==> config.mk <==
export PLATFORM = sky130hd
export DESIGN_NAME = sit_front
export DESIGN_NICKNAME = d
export VERILOG_FILES = /design/src/hdl/sit_pkg.sv /design/src/hdl/sit_front.sv
export SDC_FILE = /design/constraint.sdc
export NUM_CORES = 1
export LEC_CHECK = 0
export BUFFER_PORTS_ARGS = -buffer_cell sky130_fd_sc_hd__buf_2
export CAP_MARGIN = 25
export CORE_MARGIN = 10
export CORE_UTILIZATION = 48
export DETAILED_ROUTE_END_ITERATION = 8
export HOLD_SLACK_MARGIN = 0.12
export PLACE_DENSITY = 0.77
export SKIP_CTS_REPAIR_TIMING = 1
export SLEW_MARGIN = 20
export SYNTH_ARGS = -nofsm -noshare
export SYNTH_HDL_FRONTEND = slang
export SYNTH_SLANG_ARGS = --single-unit
==> constraint.sdc <==
create_clock -name clk -period 2 [get_ports clk]
set_clock_uncertainty 0.2 [all_clocks]
set_input_delay 0.1 -clock clk [delete_from_list [all_inputs] [get_ports clk]]
set_output_delay 0.1 -clock clk [all_outputs]
set_load 0.03 [all_outputs]
==> src/hdl/sit_pkg.sv <==
// ============================================================================
// sit_pkg: shared types and constants of the string intern table
// Holds the transfer structs, the command passed from front to back, the
// result codes and the sizes of the line and table stores.
// ============================================================================
package sit_pkg;

    localparam int MAX_LEN     = 128;
    localparam int TABLE_BYTES = 4096;
    localparam int LINE_AW     = $clog2(MAX_LEN);
    localparam int TAB_AW      = $clog2(TABLE_BYTES);

    // Characters with a special meaning.
    localparam logic [7:0] CH_NL     = 8'd10;
    localparam logic [7:0] CH_BLANK  = 8'd32;
    localparam logic [7:0] CH_BSLASH = 8'd92;
    localparam logic [7:0] CH_N      = 8'd110;
    localparam logic [7:0] CH_NUL    = 8'd0;

    // Result codes.
    localparam logic [2:0] ST_FOUND = 3'd0;
    localparam logic [2:0] ST_ADDED = 3'd1;
    localparam logic [2:0] ST_EMPTY = 3'd2;
    localparam logic [2:0] ST_EOF   = 3'd3;
    localparam logic [2:0] ST_SHORT = 3'd4;
    localparam logic [2:0] ST_FULL  = 3'd5;

    typedef struct packed {
        logic [7:0] ch;
        logic       end_of_file;
    } item_t;

    typedef struct packed {
        logic [2:0]  status;
        logic [11:0] offset;
    } result_t;

    // Work handed from front to back: a ready status or a table lookup.
    typedef struct packed {
        logic               lookup;
        logic [2:0]         status;
        logic [LINE_AW-1:0] len;
    } cmd_t;

    // Write into the line store.
    typedef struct packed {
        logic               we;
        logic [LINE_AW-1:0] addr;
        logic [7:0]         data;
    } line_wr_t;

endpackage

==> src/hdl/sit_front.sv <==
// ============================================================================
// sit_front: line collector
// Accepts input bytes, skips leading blanks, resolves escapes, writes the
// line store and issues one command per finished line.
// ============================================================================
module sit_front (
    input  logic            clk,
    input  logic            rst_n,
    input  logic            item_valid,
    output logic            item_stall,
    input  sit_pkg::item_t  item,
    input  logic            q_full,
    input  logic            lookup_done,
    output logic            push,
    output sit_pkg::cmd_t   cmd,
    output sit_pkg::line_wr_t line_wr
);

    logic [sit_pkg::LINE_AW-1:0] len_reg, len_next;
    logic [sit_pkg::LINE_AW-1:0] trim_reg, trim_next;
    logic leading_reg, leading_next;
    logic esc_reg, esc_next;
    logic ovf_reg, ovf_next;
    logic lock_reg, lock_next;
    logic accept, collect, finish, keep;

    // The line store is owned by the back end while a lookup runs.
    assign item_stall = q_full || lock_reg;
    assign accept     = item_valid && !item_stall;

    // Classify the byte and update the line state.
    always_comb
    begin
        len_next     = len_reg;
        trim_next    = trim_reg;
        leading_next = leading_reg;
        esc_next     = esc_reg;
        ovf_next     = ovf_reg;
        lock_next    = lock_reg;
        collect      = 1'b0;
        finish       = 1'b0;
        keep         = 1'b0;
        push         = 1'b0;
        cmd          = '0;
        line_wr      = '0;
        if (lookup_done)
        begin
            lock_next = 1'b0;
        end
        if (accept)
        begin
            if (leading_reg)
            begin
                if (item.end_of_file)
                begin
                    push       = 1'b1;
                    cmd.status = sit_pkg::ST_EOF;
                end
                else if (item.ch == sit_pkg::CH_NL)
                begin
                    push       = 1'b1;
                    cmd.status = sit_pkg::ST_EMPTY;
                end
                else if (item.ch != sit_pkg::CH_BLANK)
                begin
                    leading_next = 1'b0;
                    collect      = 1'b1;
                end
            end
            else
            begin
                collect = 1'b1;
            end

            if (collect)
            begin
                if (item.end_of_file)
                begin
                    finish = 1'b1;
                end
                else if (item.ch == sit_pkg::CH_BSLASH)
                begin
                    keep     = 1'b1;
                    esc_next = 1'b1;
                end
                else if (esc_reg)
                begin
                    esc_next = 1'b0;
                    if (item.ch == sit_pkg::CH_N)
                    begin
                        // The stored backslash becomes a newline.
                        if (!ovf_reg && len_reg != '0)
                        begin
                            line_wr.we   = 1'b1;
                            line_wr.addr = len_reg - 1'b1;
                            line_wr.data = sit_pkg::CH_NL;
                        end
                    end
                    else
                    begin
                        keep = (item.ch != sit_pkg::CH_NUL);
                    end
                end
                else if (item.ch == sit_pkg::CH_NL)
                begin
                    finish = 1'b1;
                end
                else
                begin
                    keep = (item.ch != sit_pkg::CH_NUL);
                end
            end

            // Store the byte while room is left.
            if (keep)
            begin
                if (!ovf_reg && len_reg < sit_pkg::LINE_AW'(sit_pkg::MAX_LEN - 1))
                begin
                    line_wr.we   = 1'b1;
                    line_wr.addr = len_reg;
                    line_wr.data = item.ch;
                    len_next     = len_reg + 1'b1;
                    if (item.ch != sit_pkg::CH_BLANK)
                    begin
                        trim_next = len_reg + 1'b1;
                    end
                end
                else
                begin
                    ovf_next = 1'b1;
                end
            end

            // End of line: trailing blanks are already trimmed by trim_reg.
            if (finish)
            begin
                push = 1'b1;
                if (trim_reg < sit_pkg::LINE_AW'(2))
                begin
                    cmd.status = sit_pkg::ST_SHORT;
                end
                else
                begin
                    cmd.lookup = 1'b1;
                    cmd.len    = trim_reg;
                    lock_next  = 1'b1;
                end
                len_next     = '0;
                trim_next    = '0;
                leading_next = 1'b1;
                esc_next     = 1'b0;
                ovf_next     = 1'b0;
            end
        end
    end

    always_ff @(posedge clk or negedge rst_n)
    begin
        if (!rst_n)
        begin
            len_reg     <= '0;
            trim_reg    <= '0;
            leading_reg <= 1'b1;
            esc_reg     <= 1'b0;
            ovf_reg     <= 1'b0;
            lock_reg    <= 1'b0;
        end
        else
        begin
            len_reg     <= len_next;
            trim_reg    <= trim_next;
            leading_reg <= leading_next;
            esc_reg     <= esc_next;
            ovf_reg     <= ovf_next;
            lock_reg    <= lock_next;
        end
    end

endmodule

=== After elaboration in Yosys (flattened, before gate mapping) ===
Index checks and enable logic that the tools add are counted.

* $add $sub $neg: 2
* Multiply operators: 0
* Div/mod/pow operators: 0
* Order comparisons: 2
* Eq/ne operators: 6
* Shift operators: 0
* Multiplexer cells: 62
* Bitwise logic cells: 0
* Reduce and logical (&&, ||, !) cells: 16

{| class="wikitable"
|+ Operator list
! operator !! count
|-
| $mux W16 || 9
|-
| $mux W7 || 8
|-
| $mux W1 || 39
|-
| $mux W11 || 2
|-
| $eq A8 B7 Y1 const B || 2
|-
| $reduce_and A3 Y1 || 3
|-
| $eq A8 B4 Y1 const B || 1
|-
| $ne A8 B6 Y1 const B || 1
|-
| $reduce_bool A2 Y1 || 4
|-
| $reduce_bool A8 Y1 || 1
|-
| $add A7 B1 Y7 const B || 1
|-
| $lt A7 B2 Y1 const B || 1
|-
| $lt A7 B7 Y1 const B || 1
|-
| $reduce_bool A7 Y1 || 1
|-
| $sub A7 B1 Y7 const B || 1
|-
| $mux W2 || 3
|-
| $reduce_and A4 Y1 || 1
|-
| $logic_and A1 B1 Y1 || 3
|-
| $mux W3 || 1
|-
| $logic_not A1 Y1 || 2
|-
| $ne A2 B1 Y1 const B || 1
|-
| $ne A2 B2 Y1 const B || 1
|-
| $logic_or A1 B1 Y1 || 1
|}

* Register bits: 18
* Latch bits: 0
* RAM bits: 0
* Bits in read-only memories: 0
* Input bits: 14
* Output and inout bits: 29
* Word-level logic and storage cells: 94
* Memories kept: 0

=== Longest topological paths before layout ===
Gate-level depths: netlist of run 1.

* Word-level depth: 11
* Depth in mapped cells: 7
* Depth with buffers taken out: 6

=== Worst setup path after synthesis of run 1 ===
OpenSTA, ideal clock, no wires.

* Path type: register to output
* From: register len_reg[0] (netlist bit)
* To: output line_wr[13] (netlist bit)
* Data arrival time: 2278 ps
* Setup slack: -578 ps
* Stages on the path, launching flop included: 8
* Path buffers: 1
* Cells stage by stage: dfrtp_1 -> inv_1 -> ha_1 -> a311oi_1 -> and2_1 -> buf_2 -> a31oi_1 -> a311oi_1

{| class="wikitable"
|+ RTL lines
! element !! RTL line !! RTL
|-
| start: declaration || sit_front.sv:19 || <nowiki>logic [sit_pkg::LINE_AW-1:0] len_reg, len_next;</nowiki>
|-
| start signal: assignment || sit_front.sv:170 || <nowiki>len_reg <= len_next;</nowiki>
|-
| end: declaration || sit_front.sv:16 || <nowiki>output sit_pkg::line_wr_t line_wr</nowiki>
|}

==> results of run 1 <==
-- power by group through the flow --
stage          combinational, W  sequential [W]  clock (W)
6_report                0.00146        0.000609   0.000204
5_1_grt                 0.00155        0.000619   0.000221
3_5_place_dp            0.00126        0.000604          0
3_3_place_gp            0.00121        0.000590          0
2_1_floorplan          0.000786        0.000589          0
4_1_cts                 0.00126        0.000595   0.000206
-- metal layers --
metal / wire, µm / track usage / vias up
met1: 2720 / 0.198 / 994
met2: 3700 / 0.345 / 92
li1: - / - / 899
met4: 237 / 0.0663 / 0
met5: 0 / 0 / -
met3: 222 / 0.0228 / 23
-- area by class of cell --
cell class	instances	share of cell area
multi-input combinational	145	0.497
timing repair buffer	107	0.301
sequential	18	0.156
tap	46	0.0198
inverter	13	0.0168
clock buffer	4	0.00903
-- logic make-up (layout without fill, tap and decap cells) --
| kind of cell | Yosys count | after routing | share of synthesized area |
|---|---|---|---|
| buf+inv | 20 | 124 | 0.0563 |
| flops | 18 | 18 | 0.278 |
| xor+xnor | 3 | 3 | 0.0162 |
| mux | 9 | 9 | 0.0740 |
| compound gates | 48 | 48 | 0.248 |
| simple gates | 82 | 82 | 0.304 |
| fa+ha+maj | 3 | 3 | 0.0231 |
-- stage by stage --
stage,utilization,cell area (µm²),setup slack [ps]
finish,0.879,2910,-503
global route,0.879,2910,-554
CTS,0.770,2550,-615
detailed placement,0.762,2520,-260
global placement,0.762,2520,-155
floorplan,-,1910,-101
-- placed cells by master (no fill, tap or decap), types with 3 or more instances in the layout --
cell	Yosys	layout
a211oi_4	0	3
o22ai_1	4	3
inv_1	13	11
mux2_4	6	6
nor3_1	3	3
a21oi_1	7	3
nor2_1	14	10
and2_4	0	10
buf_6	1	26
a221oi_1	3	3
a21o_1	3	3
a311oi_4	0	3
or3_4	1	3
buf_4	1	50
a21oi_4	1	4
buf_2	4	21
dfrtp_1	17	15
nand3_1	7	4
clkbuf_4	0	6
dlygate4sd3_1	0	6
nor2_2	1	5
nand2_1	11	10
xnor2_1	3	3
-- worst max-delay path, cell delays in order, from the launching register on --
cell	delay [ps]
dfrtp_1	450
nand4_1	140
o21ba_4	170
nand3_4	100
or4_4	660
o221ai_4	220
buf_6	160
-- worst paths after layout --
check | from | slack [ps] | depth (start not counted) | end
setup / recovery | len_reg[3] | -500 | 6 | line_wr[12]
hold / removal | item[0] | 120 | 2 | leading_reg
setup reg to reg | leading_reg | -260 | 7 | trim_reg[5]
hold reg to reg | trim_reg[0] | 360 | 1 | trim_reg[0]
max in group asynchronous | rst_n | 250 | 3 | len_reg[0]
min in group asynchronous | rst_n | 700 | 3 | leading_reg
==> run summary, run 1 <==
sequential-to-total area share from yosys stat - 0.278
antenna violations before repair - 0
min-delay worst type - in -> reg
crit start category - flip-flop
remaining antenna violation count - 0
Ant. Diodes - 0
top cells by area, synth - dfrtp_1, mux2_4, and2_1, nor2_1, inv_1
Initial Util - 0.490
sw frac - 0.452
via count - 2008
row cnt - 21
H-tree levels - 1
register area - 454 µm²
fin crit share - 1.25
CTS tree - done
most common cell in the netlist - dfrtp_1
Distinct cells, synth - 65
Worst EP arrival - 2200 ps
overall routed net length - 6880 µm
min Tclk post-route - 2500 ps
Mapped Area - 1620 µm²
Die ar. - 6110 µm²
DR pass1 iterations - 4
Critical Path RT - 1700 ps
endpoints failing hold - 0
CTS buffer count - 3
Fmax - 400 MHz
clock power share - 0.090
gpl congestion - 0.829
Max Cap Viol - 0
Synth top area share - 0.262
CP Capture Type - output pin
Slew @ Worst Pin - 833 ps
register bit total from synthesis - 18
Slew HR - 0.443
Area Growth Syn to Fin - 79.3%
Synth Instances - 183
status - finished, violations left
IO Count - 43
Avg Cell Area, Syn - 8.87 µm²
die span in y - 78.1 µm
async set-reset flop share out of synthesis - 1.00
setup TNS - -13070 ps
final max-slew violation count - 0
Total GRT Usage - 0.181
RSZ-0062 raised after global routing - true
Crit Path Max Fanout - 7
footprint of the multi-input gates - 1450 µm²
Pleak - 1.28 nW
fill count - 162
HPWL Detailed - 4510 µm
combinational fraction of design power - 0.643
failing checks - setup timing
warnings from Yosys - 0
grt total ovfl - 0
sw power - 0.00103 W
DP Cell Count - 316
drc violations - 0
Final Non-Filler Cells - 333
hold_ws - 117 ps
PD cells - 783 nW/µm²
final worst setup slack - -503 ps
Final Setup Violations - 44
# port buffers - 42
Clock Latency Late Sink - 310 ps
WS Path Type - reg -> out
clk root buf - clkbuf_4
Pwr Total - 0.00228 W
die width - 78.1 µm
largest net degree at the start of global routing - 19
synth cell count leaders - dfrtp_1, nor2_1, inv_1, and2_1, nand2_1
clk sink count - 18
Worst-path clk slew - 120 ps
sequential power share - 0.267
cell-internal power - 0.00125 W
Via density - 6.03
core area - 3310 µm²
Post-Syn Nets - 200
vias in the first global route - 2024
Peak VDD IR - 0.390 mV
area leader, netlist - dfrtp_1
clk buf depth - 2
Nets - 305
global-route wire length before repair - 9400 µm
Post-synth EDFFs - 0
DR iter-0 viols - 181
Routed wire per std cell - 20.7 µm
ys flop type - dfrtp_1
layout cells sized above 1 - 0.624
(Power assumes the default switching activity.)
==> run 2: changes to the inputs <==
--- a/config.mk
+++ b/config.mk
@@ -7,6 +7,7 @@
 export LEC_CHECK = 0
 export BUFFER_PORTS_ARGS = -buffer_cell sky130_fd_sc_hd__buf_2
 export CAP_MARGIN = 25
+export CORE_ASPECT_RATIO = 1.25
 export CORE_MARGIN = 10
 export CORE_UTILIZATION = 48
 export DETAILED_ROUTE_END_ITERATION = 8
==> run summary, run 2 (synthesis gave the netlist of run 1 again) <==
fill count - 157
gpl congestion - 0.889
CTS tree - done
grt total ovfl - 0
failing checks - setup timing
CTS buffer count - 3
Worst Setup SP - len_reg[3]
Fmax - 409 MHz
M1 GR Usage - 0.210
DR pass1 iterations - 5
Worst EP arrival - 2150 ps
crit path buf inv count - 1
clk sink count - 18
endpoints failing hold - 0
final worst setup slack - -445 ps
Final Setup Violations - 42
Initial Util - 0.503
Clock Latency Late Sink - 260 ps
Crit path max-delay family - simple AND/OR/NAND/NOR gates
met3 Resource Use GR - 0.0385
die span in y - 85.0 µm
DR iter-0 viols - 236
Final Non-Filler Cells - 319
clk root buf - clkbuf_8
Slew HR - 0.664
fin crit share - 1.22
drc violations - 0
PD cells - 838 nW/µm²
Critical Path RT - 1700 ps
min-delay worst type - in -> async
Crit Path Max Fanout - 7
most common cell after layout, fill and taps aside - buf_4
Slew @ Worst Pin - 503 ps
commonest cells after routing, fill and taps aside - buf_4, buf_2, buf_6, dfrtp_1, inv_1
clk buf depth - 2
Critical-path top delay cell - or4_4
status - finished, violations left
Max Cap Viol - 0
pre-CTS setup slack - -347 ps
critical path depth - 6
RSZ-0062 raised after global routing - true
Routed wire per std cell - 21.7 µm
layout cells sized above 1 - 0.617
met2 usage - 0.367
reg2reg start - esc_reg
Nets - 300
Pleak - 1.27 nW
setup TNS - -12030 ps
crit path cell chain - nand4_1 > o21ba_4 > nand3_4 > or4_4 > o221ai_4 > buf_6
WS Path Type - reg -> out
overall routed net length - 6920 µm
HPWL Detailed - 4750 µm
CP Capture Type - output pin
Placement Cell Area - 2520 µm²
largest stage delay on the critical path - 660 ps
Peak VDD IR - 0.632 mV
Via density - 6.31
Ant. Diodes - 0
# port buffers - 42
IO Count - 43
post-route cell area - 2830 µm²
R2R cell count - 6
H-tree levels - 1
vias in the first global route - 2059
Total GRT Usage - 0.197
largest net degree at the start of global routing - 19
core area - 3220 µm²
Area Growth Syn to Fin - 74.1%
row cnt - 23
Die ar. - 6120 µm²
global-route wire length before repair - 10000 µm
remaining antenna violation count - 0
antenna violations before repair - 0
Pwr Total - 0.00237 W
final max-slew violation count - 0
DP Cell Count - 308
Worst-path clk slew - 80 ps
die width - 72.0 µm
Most Used Layer, Global Route - met2
via count - 2012
min Tclk post-route - 2450 ps
crit start category - flip-flop
run 2: changes by cell type in the layout (fill, tap and decap cells not counted), moves of 3 or more:
| cell | change |
|---|---|
| and2_2 | +3 |
| and2_4 | -3 |
| buf_2 | +6 |
| buf_6 | -9 |
| clkbuf_4 | -6 |
| clkbuf_8 | +4 |
run 2: final timing paths:
check	to	slack [ps]
worst min register to register	trim_reg[0]	330
max in group asynchronous	len_reg[2]	1160
min in group clk	esc_reg	160
worst max-delay path	line_wr[12]	-450
worst min-delay path	len_reg[3]	110
worst max register to register	len_reg[1]	-300
run 2: final cells by class:
cell class	instances	area, µm²	share of cell area
Timing Repair Buffer	102	797	0.282
Multi-Input combinational cell	145	1420	0.504
Inverter	13	48.8	0.0173
Sequential cell	18	455	0.161
Clock buffer	4	55.1	0.0195
Tap cell	37	46.3	0.0164
run 2: through the flow:
| step | hold WS [ps] | util |
|---|---|---|
| after floorplan | -396 | - |
| after global placement | -150 | 0.782 |
| after detailed placement | -143 | 0.782 |
| after CTS | -417 | 0.799 |
| after global routing | 128 | 0.877 |
| final | 106 | 0.877 |
run 2: layer usage:
layer  routed length [µm]  vias to the layer above
met5                    0                        -
li1                     -                      886
met2                 3510                      136
met1                 2550                      954
met4                  394                        0
met3                  469                       36
run 2: where the power goes:
group          leakage (nW)  switching (W)  total [W]  internal, W
sequential            0.231       0.000106   0.000589     0.000483
clock                0.0288       0.000140   0.000316     0.000175
combinational          1.01       0.000805    0.00146     0.000658
