File: config.mk
export PLATFORM = sky130hd
export DESIGN_NAME = sit_queue
export DESIGN_NICKNAME = d
export VERILOG_FILES = /design/src/hdl/sit_pkg.sv /design/src/hdl/sit_queue.sv
export SDC_FILE = /design/constraint.sdc
export NUM_CORES = 1
export LEC_CHECK = 0
export ABC_AREA = 1
export BUFFER_PORTS_ARGS = -buffer_cell sky130_fd_sc_hd__buf_2
export CORE_UTILIZATION = 45
export DETAILED_ROUTE_END_ITERATION = 8
export PLACE_DENSITY = 0.78
export SLEW_MARGIN = 20
export SYNTH_ARGS = -nofsm -noshare
export SYNTH_HDL_FRONTEND = slang
export SYNTH_SLANG_ARGS = --single-unit
File: constraint.sdc
create_clock -name clk -period 1.3 [get_ports clk]
set_input_delay 0.065 -clock clk [delete_from_list [all_inputs] [get_ports clk]]
set_output_delay 0.065 -clock clk [all_outputs]
set_load 0.005 [all_outputs]
File: src/hdl/sit_pkg.sv
// ============================================================================
// sit_pkg: shared types and constants of the string intern table
// Holds the transfer structs, the command passed from front to back, the
// result codes and the sizes of the line and table stores.
// ============================================================================
package sit_pkg;

    localparam int MAX_LEN     = 128;
    localparam int TABLE_BYTES = 4096;
    localparam int LINE_AW     = $clog2(MAX_LEN);
    localparam int TAB_AW      = $clog2(TABLE_BYTES);

    // Characters with a special meaning.
    localparam logic [7:0] CH_NL     = 8'd10;
    localparam logic [7:0] CH_BLANK  = 8'd32;
    localparam logic [7:0] CH_BSLASH = 8'd92;
    localparam logic [7:0] CH_N      = 8'd110;
    localparam logic [7:0] CH_NUL    = 8'd0;

    // Result codes.
    localparam logic [2:0] ST_FOUND = 3'd0;
    localparam logic [2:0] ST_ADDED = 3'd1;
    localparam logic [2:0] ST_EMPTY = 3'd2;
    localparam logic [2:0] ST_EOF   = 3'd3;
    localparam logic [2:0] ST_SHORT = 3'd4;
    localparam logic [2:0] ST_FULL  = 3'd5;

    typedef struct packed {
        logic [7:0] ch;
        logic       end_of_file;
    } item_t;

    typedef struct packed {
        logic [2:0]  status;
        logic [11:0] offset;
    } result_t;

    // Work handed from front to back: a ready status or a table lookup.
    typedef struct packed {
        logic               lookup;
        logic [2:0]         status;
        logic [LINE_AW-1:0] len;
    } cmd_t;

    // Write into the line store.
    typedef struct packed {
        logic               we;
        logic [LINE_AW-1:0] addr;
        logic [7:0]         data;
    } line_wr_t;

endpackage

File: src/hdl/sit_queue.sv
// ============================================================================
// sit_queue: command queue
// Two-entry queue of commands between the line collector and the table
// engine.
// ============================================================================
module sit_queue (
    input  logic          clk,
    input  logic          rst_n,
    input  logic          push,
    input  sit_pkg::cmd_t push_cmd,
    input  logic          pop,
    output sit_pkg::cmd_t head,
    output logic          empty,
    output logic          full
);

    sit_pkg::cmd_t mem_reg [2];
    logic       wr_ptr_reg, rd_ptr_reg;
    logic [1:0] count_reg;

    assign empty = (count_reg == 2'd0);
    assign full  = (count_reg == 2'd2);
    assign head  = mem_reg[rd_ptr_reg];

    // Entry storage.
    always_ff @(posedge clk)
    begin
        if (push && !full)
        begin
            mem_reg[wr_ptr_reg] <= push_cmd;
        end
    end

    // Pointers and fill count.
    always_ff @(posedge clk or negedge rst_n)
    begin
        if (!rst_n)
        begin
            wr_ptr_reg <= 1'b0;
            rd_ptr_reg <= 1'b0;
            count_reg  <= 2'd0;
        end
        else
        begin
            if (push && !full)
            begin
                wr_ptr_reg <= !wr_ptr_reg;
            end
            if (pop && !empty)
            begin
                rd_ptr_reg <= !rd_ptr_reg;
            end
            if ((push && !full) && !(pop && !empty))
            begin
                count_reg <= count_reg + 2'd1;
            end
            else if (!(push && !full) && (pop && !empty))
            begin
                count_reg <= count_reg - 2'd1;
            end
        end
    end

endmodule

; Yosys cells after proc, flatten, opt, wreduce, memory -nomap -nowiden
; Memory sizes are Yosys's and may differ from the RTL's.
; Index checks and enable logic that the tools add are counted.
[classes]
n_reduce_logical = 12
mux = 4
eq_ne = 1
n_addsub = 2
[ops]
columns = op, count
row1 = 1-bit zero test, 6
row2 = 1-bit logical AND, 4
row3 = 2-bit 2-to-1 mux, 2
row4 = "2-bit by 1-bit adder with 2-bit output, second input constant", 1
row5 = "2-bit equality test, second input constant", 1
row6 = 2-bit zero test, 1
row7 = 1-bit 2-to-1 mux, 2
row8 = 2-bit nonzero test, 1
row9 = "2-bit by 1-bit subtractor with 2-bit output, second input constant", 1
[totals]
out_inout_bits = 13
wordCells = 23
mem_count = 1
register_bits = 4
ram_bits = 22
[mem_list]
columns = name, depth, width, read_ports, rd_ports_with_merged_regs, wr, line
row1 = mem_reg, 2, 11, 1, 0, 1, sit_queue.sv:17  ; sit_pkg::cmd_t mem_reg [2];

; Depth between registers and ports, before layout
; Gate-level depths: netlist (run 1).
[depth]
depth_word = 7
depth_mapped = 9

; Least setup slack after synthesis (run 1)
; Ideal clock, no wire load.
[synth_path]
path_kind = reg-to-reg
from = register count_reg[1]
to = memory mem_reg[1][0] (netlist name) (enable)
arrival_ns = 1.074
slack_ns = -0.153
path_stages_with_launch = 4
n_path_buf = 0
path_cell_list = dfrtp_1 -> inv_1 -> o21ai_0 -> nor2_1
[synth_between]
elab_chain_len = 5
[synth_rtl]
columns = element, line
row1 = from (decl), sit_queue.sv:19  ; logic [1:0] count_reg;
row2 = from (signal assigned), sit_queue.sv:55  ; count_reg <= count_reg + 2'd1;
row3 = from (signal assigned), sit_queue.sv:59  ; count_reg <= count_reg - 2'd1;
row4 = 2-bit equality test, sit_queue.sv:22  ; assign full = (count_reg == 2'd2);
row5 = 1-bit zero test, sit_queue.sv:28  ; if (push && !full)
row6 = 1-bit logical AND, sit_queue.sv:28
row7 = 1-bit 2-to-1 mux, sit_queue.sv:28
row8 = 1-bit 2-to-1 mux (implied by the code), sit_queue.sv:30  ; mem_reg[wr_ptr_reg] <= push_cmd;
row9 = to (decl), sit_queue.sv:17
; No other way between the ends.

; Worst setup path in the final report (run 1)
[layout_path]
from = register count_reg[1]
to = register count_reg[1]
[layout_between]
elab_chain_len = 6
[layout_rtl]
columns = element, line
row1 = 2-bit equality test or 2-bit zero test (tied branches), "sit_queue.sv:22, sit_queue.sv:21"
row2 = 1-bit zero test, "sit_queue.sv:53, sit_queue.sv:57"
row3 = 1-bit logical AND, "sit_queue.sv:53, sit_queue.sv:57"
row4 = 1-bit zero test (on tied branches), "sit_queue.sv:57, sit_queue.sv:53"
row5 = 1-bit logical AND (on tied branches), "sit_queue.sv:57, sit_queue.sv:53"
row6 = 2-bit nonzero test (no line) or 2-bit 2-to-1 mux (tied branches), n/a
; Several ways; a longest one is shown, not always the timed one. The select of a mux whose other input is x is not followed.
; A chain may end at the register's enable or synchronous reset.

==> results of run 1 <==
-- cells by family after synthesis --
group / after synthesis
AND/OR/NAND/NOR: 49
flip-flops: 26
buffers and inverters: 10
AO/OA/AOI/OAI: 2
XOR/XNOR: 1
adder cells (fa/ha/maj): 1
-- through the flow --
stage | hold WS [ns] | power (mW) | TNS (ns) | area [sq um] | cells
final | 0.03471 | 3.028 | 0 | 1519 | 170
after global routing | 0.04128 | 3.253 | -0.4963 | 1519 | 170
after CTS | 0.006368 | 2.853 | -0.001363 | 1458 | 167
after detailed placement | -0.1234 | 2.329 | -0.2554 | 1255 | 148
after global placement | -0.1244 | 2.265 | 0 | 1255 | 148
after floorplan | -0.2306 | 1.819 | 0 | 1031 | 89
-- layer usage --
layer  global-route usage (%)  share of wire (%)
met1                    21.90                 39
met2                    35.59                 56
met3                    3.086                3.0
met5                        0                  0
met4                    8.571                1.7
-- power groups by stage --
stage               clock network [mW]  registers (mW)  logic (mW)
floorplan                            0            1.25       0.571
global placement                     0            1.24        1.03
detailed placement                   0            1.26        1.07
CTS                              0.342            1.28        1.23
global route                     0.387            1.32        1.55
finish                           0.343            1.30        1.39
-- synth_stat cells (all sizes together) --
master	number
nand2	42
edfxtp	22
inv	8
dfrtp	4
nor2	4
buf	2
o21ai	2
ha	1
nand3	1
nand3b	1
nand4	1
xnor2	1
-- path summary, 6_finish.rpt --
kind	startpoint	end	slack, ns	depth (start not counted)
setup / recovery	count_reg[1]	count_reg[1]	0.01	8
hold / removal	pop	rd_ptr_reg	0.03	3
setup reg to reg	count_reg[1]	count_reg[1]	0.01	8
hold reg to reg	wr_ptr_reg	wr_ptr_reg	0.56	2
max in group asynchronous	rst_n	count_reg[0]	1.11	2
min in group asynchronous	rst_n	rd_ptr_reg	0.06	2
-- critical path: cells and delay by family, from the launching register on --
kind	cells	cell delay [ns]
adder cells (fa/ha/maj)	1	0.15
flip-flops	1	0.43
AO/OA/AOI/OAI	1	0.17
AND/OR/NAND/NOR	4	0.25
buffers and inverters	2	0.19
-- what timing repair did --
item | CTS | global route
hold buffers | 12 | 0
buffers inserted | 2 | 3
setup endpoints to repair | 23 | 32
gates resized for setup | 11 | 12
pin swaps | 3 | 10
endpoints found under the hold margin | 26 | 0
cloned | 1 | 0
-- layout make-up --
cell class | count | area (sq um) | area share [%]
Inverter | 8 | 33.78 | 2.224
Multi-Input combinational cell | 53 | 281.5 | 18.53
Tap cell | 27 | 33.78 | 2.224
Timing Repair Buffer | 51 | 372.9 | 24.55
Clock buffer | 4 | 26.28 | 1.730
Sequential cell | 26 | 763.2 | 50.25
Timing Repair inverter | 1 | 7.507 | 0.4942
==> results, run 1 <==
- In the layout the commonest cells are nand2_1 (40), buf_2 (27), edfxtp_1 (22).
- Summed over all nets, the half-perimeter wirelength after detailed placement is approximately 1400 um.
- The worst path needs 1.286 ns of the cycle, external delays included.
- The total number of vias is 781.
- The DRC violation total after the first TritonRoute iteration is 12.
- The fraction of synthesized cell area in xor and xnor cells is less than 1%.
- At the placement stage, the worst setup path has a slack of -0.05111 ns.
- The worst-path maximum fanout is 2.
- The region available for standard cell placement spans 0.002062 sq mm.
- The final setup violation count is 0.
- The achievable frequency is about 0.8 GHz.
- For this configuration, the core starts out at a cell density of between 40% and 50%.
- The worst setup path is of the register to register kind.
- The cell taking the most area after synthesis is edfxtp_1.
- The max-cap check violation count is 0.
- The synthesized netlist devotes under 10% of its cell area to adder and majority cells.
- Cells fill about 74% of the core in the end.
- The slowest cell on the critical path is dfrtp_1.
- The die outline width is approximately 50 um.
- The number of flip-flops and latches in the synthesized netlist is 26.
- For this design the ratio of total power to cell area is ~2000 mW/mm^2.
- Across the VDD grid, the largest voltage drop is 0.001361 V.
- The fraction of synthesized cell area taken by the top area cell type is 64.23%.
- The post-synthesis cell count is 89.
- The number of hold violations in the final report was 0.
- The dominant combinational cell family by area after synthesis is simple AND/OR/NAND/NOR gates.
- The flow ran to the end, and the final reports show no timing, DRC or antenna violations.
- The count of warnings emitted by yosys is 0.
- The count of pins over their slew limit is 0.
- The mean area per synthesized cell is ~12 sq um.
- The initial antenna violation count is 0.
- Cells with a size suffix above 1 make up around two fifths of the layout.
- Setup repair after global routing could not meet its margin everywhere.
- The DRC violation count after routing is 0.
- TritonCTS created 3 clock buffers.
- The net count of the finished layout is 160.
- The final cycle utilization of the critical path is between 90% and 100%.
- Global routing finished with a remaining overflow of 0.
- TritonCTS built the clock tree.
- In this run the count of I/O pins placed on the die edge is 28.
- The number of flip-flops in the largest register is 22.
- The part of the Yosys area used for sequential elements is 73.97%.
- At the worst endpoint, the required time is roughly 1.5 ns.
- The final wirelength is 2225 um.
- The first detailed-routing pass took 4 iterations.
- The filler cells instantiated in the layout total 154.
- The measured slew at the worst slew-check pin is between 0.2 and 0.25 ns.
- The wire length of the first global-routing pass is 3450 um.
- The number of rows created at floorplan is 16.
- The endpoint arrival time on the critical path is roughly 1.5 ns.
- The final weighted congestion in routability-driven placement is 0.6595.
- The buffer type at the clock tree root is clkbuf_4.
- The longest clock path from root to sink contains 2 buffers.
- The delay of the slowest cell on the worst path is 0.43 ns.
- The CTS H-tree depth is 1.
- By area the synthesized netlist is led by edfxtp_1 (64%), nand2_1 (15%), dfrtp_1 (9.7%).
- The synthesized netlist devotes less than 1% of its cell area to compound gates.
- In this run switching power makes up 35.66% of total power.
- In this design, the critical path's most frequently occurring cell is nand2_1.
- The post-synthesis cell type count is 13.
- The global routing usage summed across all routing layers is roughly 19%.
- The TritonCTS sink count is 26.
- The insertion delay of the later-clocked pin in the worst-skew pair is roughly 0.31 ns.
- Input and output buffers added on the ports amount to 27.
- The pin count of the biggest net entering global routing is 15.
- Walking the worst path, the cells encountered are buf_6 > o21ai_4 > ha_4 > inv_1 > nand2_2 > nand3_2 > nand2_1 > nand2_1.
- 0 antenna diodes ended up in the layout.
- Measured against its own limit, the worst slew margin works out to 83.38%.
- After clock tree synthesis, the clock-pin slew on the worst setup and hold paths is about 0.13 ns.
- The share of total power dissipated in combinational logic is a little under half.
- Dividing the detail-routed via count by the number of cells gives between 4 and 5.
- The library cell used most frequently in the layout, excluding fill and tap cells, is nand2_1.
- The worst setup skew after layout is around 0.002 ns.
- In this run the remaining antenna-violating nets after routing total 0.
- The post-synthesis simple-gate area fraction is around a fifth.
- STA classifies the critical path startpoint as a register.
- The final critical-path setup slack is between 0.01 and 0.015 ns.
- The number of global-route vias before repair is between 700 and 800.
- The endpoint class of the critical path is a register.
- The fraction of power consumed by sequential logic is 42.9%.
- The vertical die dimension is 49.81 um.
- The portion of total power attributed to the clock network is 11.3%.
- In this run the static leakage power is between 0.6 and 0.7 nW.
- The average wire per cell in the routed design is about 13 um.
- From synthesis to final layout, the design area changed by 47.69%.
- The mux contribution to synthesized area is 0%.
- The die covers ~0.0025 sq mm.
- The net switching power figure is 1.080 mW.
- The total nets after synthesis is between 100 and 150.
- The path category of the worst min-delay check is input port to register.
- The cell area that synthesis handed to floorplanning was 0.001028 sq mm.
- The internal power consumption is 1.948 mW.
(Power assumes the default switching activity.)
==> run 2, diff against run 1 <==
--- a/config.mk
+++ b/config.mk
@@ -8,6 +8,7 @@
 export ABC_AREA = 1
 export BUFFER_PORTS_ARGS = -buffer_cell sky130_fd_sc_hd__buf_2
 export CORE_UTILIZATION = 45
+export CTS_BUF_LIST = sky130_fd_sc_hd__clkbuf_4 sky130_fd_sc_hd__clkbuf_8 sky130_fd_sc_hd__clkbuf_16
 export DETAILED_ROUTE_END_ITERATION = 8
 export PLACE_DENSITY = 0.78
 export SLEW_MARGIN = 20
==> run 2 against run 1 <==
Largest cell class unchanged. Clock-buffer cell count stayed put. Combinational power shrank 12%. Register-to-register slack about the same. Worst setup slack worse by 0.0054 ns. Worst hold slack worse by 0.010 ns. Critical path type unchanged. Highest routed layer is now met3. Final area fell by 3.5%. Non-clock buffer count fell by 3. Sequential share of layout area rose by 1.8 points. Sequential power is essentially flat. Clock power is 6.4% higher.
==> results, run 2 (same netlist as run 1, synthesis figures left out) <==
- Traced cell by cell, the critical path runs through inv_2 > nor2_4 > nor2_4 > nand2_2 > inv_2 > buf_12.
- The critical path required time is 1.34 ns (-0.18 ns).
- The final cycle utilization of the critical path was 99.32% (+0.41 points).
- The count of pins over their slew limit is 0 (unchanged).
- The total I/O pin count is 28 (unchanged).
- The worst min-delay path endpoint is rd_ptr_reg.
- The maximum root-to-sink buffer count came to 2 (unchanged).
- The endpoint arrival time on the critical path is 1.34 ns (-0.16 ns).
- The endpoint of the worst-slack reg-to-reg timing path is mem_reg[0][0].
- The non-filler instance count after layout was 167 (-1.8%).
- The wire length of the first global-routing pass is 3325 um (-3.6%).
- The total half-perimeter wirelength after legalization and detailed placement is 1369 um (unchanged).
- The final total power came to 2.883 mW (-4.8%).
- The number of instances on the worst hold path is 3 (unchanged).
- The number of cells on the worst reg-to-reg path is 6 (-2).
- The path category of the worst min-delay check is input port to register.
- The power per cell area is 1968 mW/mm^2 (-1.3%).
- The number of flip-flops in the largest register is 22 (unchanged).
- The share of post-route cells with drive strength above 1 is 37.14% (-3.4 points).
- Setup repair after global routing could not meet its margin everywhere.
- The routed via count divided by cell count is 4.641 (+1.0%).
- The root buffer cell chosen for the clock tree is clkbuf_4.
- The maximum vdd drop is 0.001204 V (-12%).
- The worst setup skew after layout is 0.007767 ns (+0.005733 ns).
- The initial antenna violation count was 0 (unchanged).
- Leaving out fill and tap cells, the most frequent cells in the layout are nand2_1 (41), buf_2 (27), edfxtp_1 (22).
- The top cell family by delay on the critical path is flip-flops.
- The number of rows created at floorplan is 16 (unchanged).
- The vertical die dimension is 49.81 um (unchanged).
- TritonCTS built the clock tree.
- The final setup violation count came to 0 (unchanged).
- The DRC violation total after the first TritonRoute iteration is 6 (-6).
- The final wirelength is 2074 um (-6.8%).
- The flow ran to the end, and the final reports show no timing, DRC or antenna violations.
- The final weighted congestion in routability-driven placement is 0.6595 (unchanged).
- The leakage power total came to 0.6639 nW (-2.5%).
- The TritonCTS sink count is 26 (unchanged).
- The utilization of the core after routing came to 71.06% (-2.6 points).
- The pin count of the biggest net entering global routing is 15 (unchanged).
- The endpoint class of the critical path is a register.
- The number of global-route vias before repair is 738 (-2.5%).
- The area overhead of the layout relative to synthesis is 42.46%.
- The achievable frequency is 0.7745 GHz (-0.41%).
- The number of buffer and inverter stages on the critical path is 3 (+1).
- The relative max-transition margin is 82.94% (-0.44 points).
- The slowest stage of the critical path is the dfrtp_1 cell.
- The cell count after placement was 148 (unchanged).
- Leaving out fill and tap cells, the most frequent cell in the layout is nand2_1.
- The clock slew seen by the registers of the worst setup and hold paths is 0.14 ns (about the same).
- The DRC violation count after routing is 0 (unchanged).
- The count of TritonRoute iterations in the first routing pass is 4 (unchanged).
- The worst hold-check slack is 0.02421 ns (-0.01050 ns).
- The worst register-to-register path begins at count_reg[1].
- The net count reported at finish is 157 (-1.9%).
- The effective utilization at floorplan is 49.88% (unchanged).
- The total number of vias is 775 (-0.77%).
- The measured slew at the worst slew-check pin came to 0.2559 ns (+0.008296 ns).
- The die outline width came to 49.81 um (unchanged).
- The port buffer count is 27 (unchanged).
- The overall die area is 0.002481 sq mm (unchanged).
- The origin of the worst min-delay path is pop.
- The antenna diode instance count is 0 (unchanged).
- The minimum clock period was 1.291 ns (+0.005352 ns).
- The worst-path maximum fanout is 8 (+6).
- The total grt overflow is 0 (unchanged).
- The worst setup path is launched from a register.
- The post-route antenna net violation count is 0 (unchanged).
- The number of hold violations in the final report is 0 (unchanged).
- The delay of the slowest cell on the worst path is 0.45 ns (+0.02 ns).
- The global routing usage summed across all routing layers is 18.35% (-1.1 points).
- The critical path launch point is count_reg[1].
- The critical path in this run is classified as register to register.
- The CTS H-tree depth is 1 (unchanged).
- The accumulated negative setup slack is 0 ns (unchanged).
- The number of buffers created by CTS is 3 (unchanged).
- The setup slack of the worst register-to-register path was 0.009 ns (about the same).
- The max-cap check violation count is 0 (unchanged).
- The core area was 0.002062 sq mm (unchanged).
- The average wire per cell in the routed design came to 12.42 um (-5.1%).
- The insertion delay of the later-clocked pin in the worst-skew pair is 0.31 ns (about the same).
==> run 2: cell types whose count changed in the layout (fill, tap and decap cells not counted), sizes merged <==
cell / previous run / this run
buf: 39 / 36
==> run 2: worst max-delay path by stage <==
stage	end	slack (ns)	depth (start not counted)
2_1_floorplan	mem_reg[1][0]	0.02	3
3_3_place_gp	count_reg[1]	0.04	6
3_5_place_dp	count_reg[1]	-0.05	6
4_1_cts	count_reg[1]	-0.02	8
5_1_grt	head[4]	-0.07	4
6_report	mem_reg[0][0]	0.009	6
==> run 2: cell type report <==
class | count | area, sq um
flip-flops and latches | 26 | 762.0
fillers | 159 | 596.8
repair buffers | 48 | 339.1
multi-input cells | 53 | 259.0
inverters | 8 | 33.78
well taps | 27 | 33.78
clock buffers | 4 | 30.03
repair inverters | 1 | 7.507
==> run 2: worst register-to-register path, delay by kind of cell, from the launching register on <==
family                 cells  cell delay, ns
AND/OR/NAND/NOR            3            0.26
buffers and inverters      3            0.32
flip-flops                 1            0.45
==> run 2: per-stage QoR <==
step                instance area [sq um]  setup slack, ns
floorplan                            1031          0.01815
detailed placement                   1255         -0.05111
global route                         1465         -0.06933
CTS                                  1425         -0.01920
global placement                     1255          0.03959
finish                               1465         0.008813
==> run 2: per-layer routing <==
metal | part of all wire (%) | up-vias | track usage, %
li1 | - | 393 | -
met5 | 0 | - | 0
met3 | 3.7 | 0 | 4.321
met1 | 41 | 362 | 21.07
met2 | 56 | 20 | 33.56
met4 | 0 | 0 | 5.238
==> run 2: what timing repair did <==
action	in CTS	in global routing
hold buffers	12	0
setup endpoints to repair	23	31
gates cloned	1	0
pin swaps	0	1
setup buffers	1	1
endpoints found under the hold margin	26	0
resized for setup	5	9
==> run 2: power breakdown <==
| part | switching, mW | total [mW] | leakage [nW] | internal (mW) |
|---|---|---|---|---|
| Combinational | 0.657 | 1.23 | 0.394 | 0.576 |
| Sequential | 0.131 | 1.29 | 0.251 | 1.15 |
| Clock | 0.225 | 0.365 | 0.0184 | 0.140 |
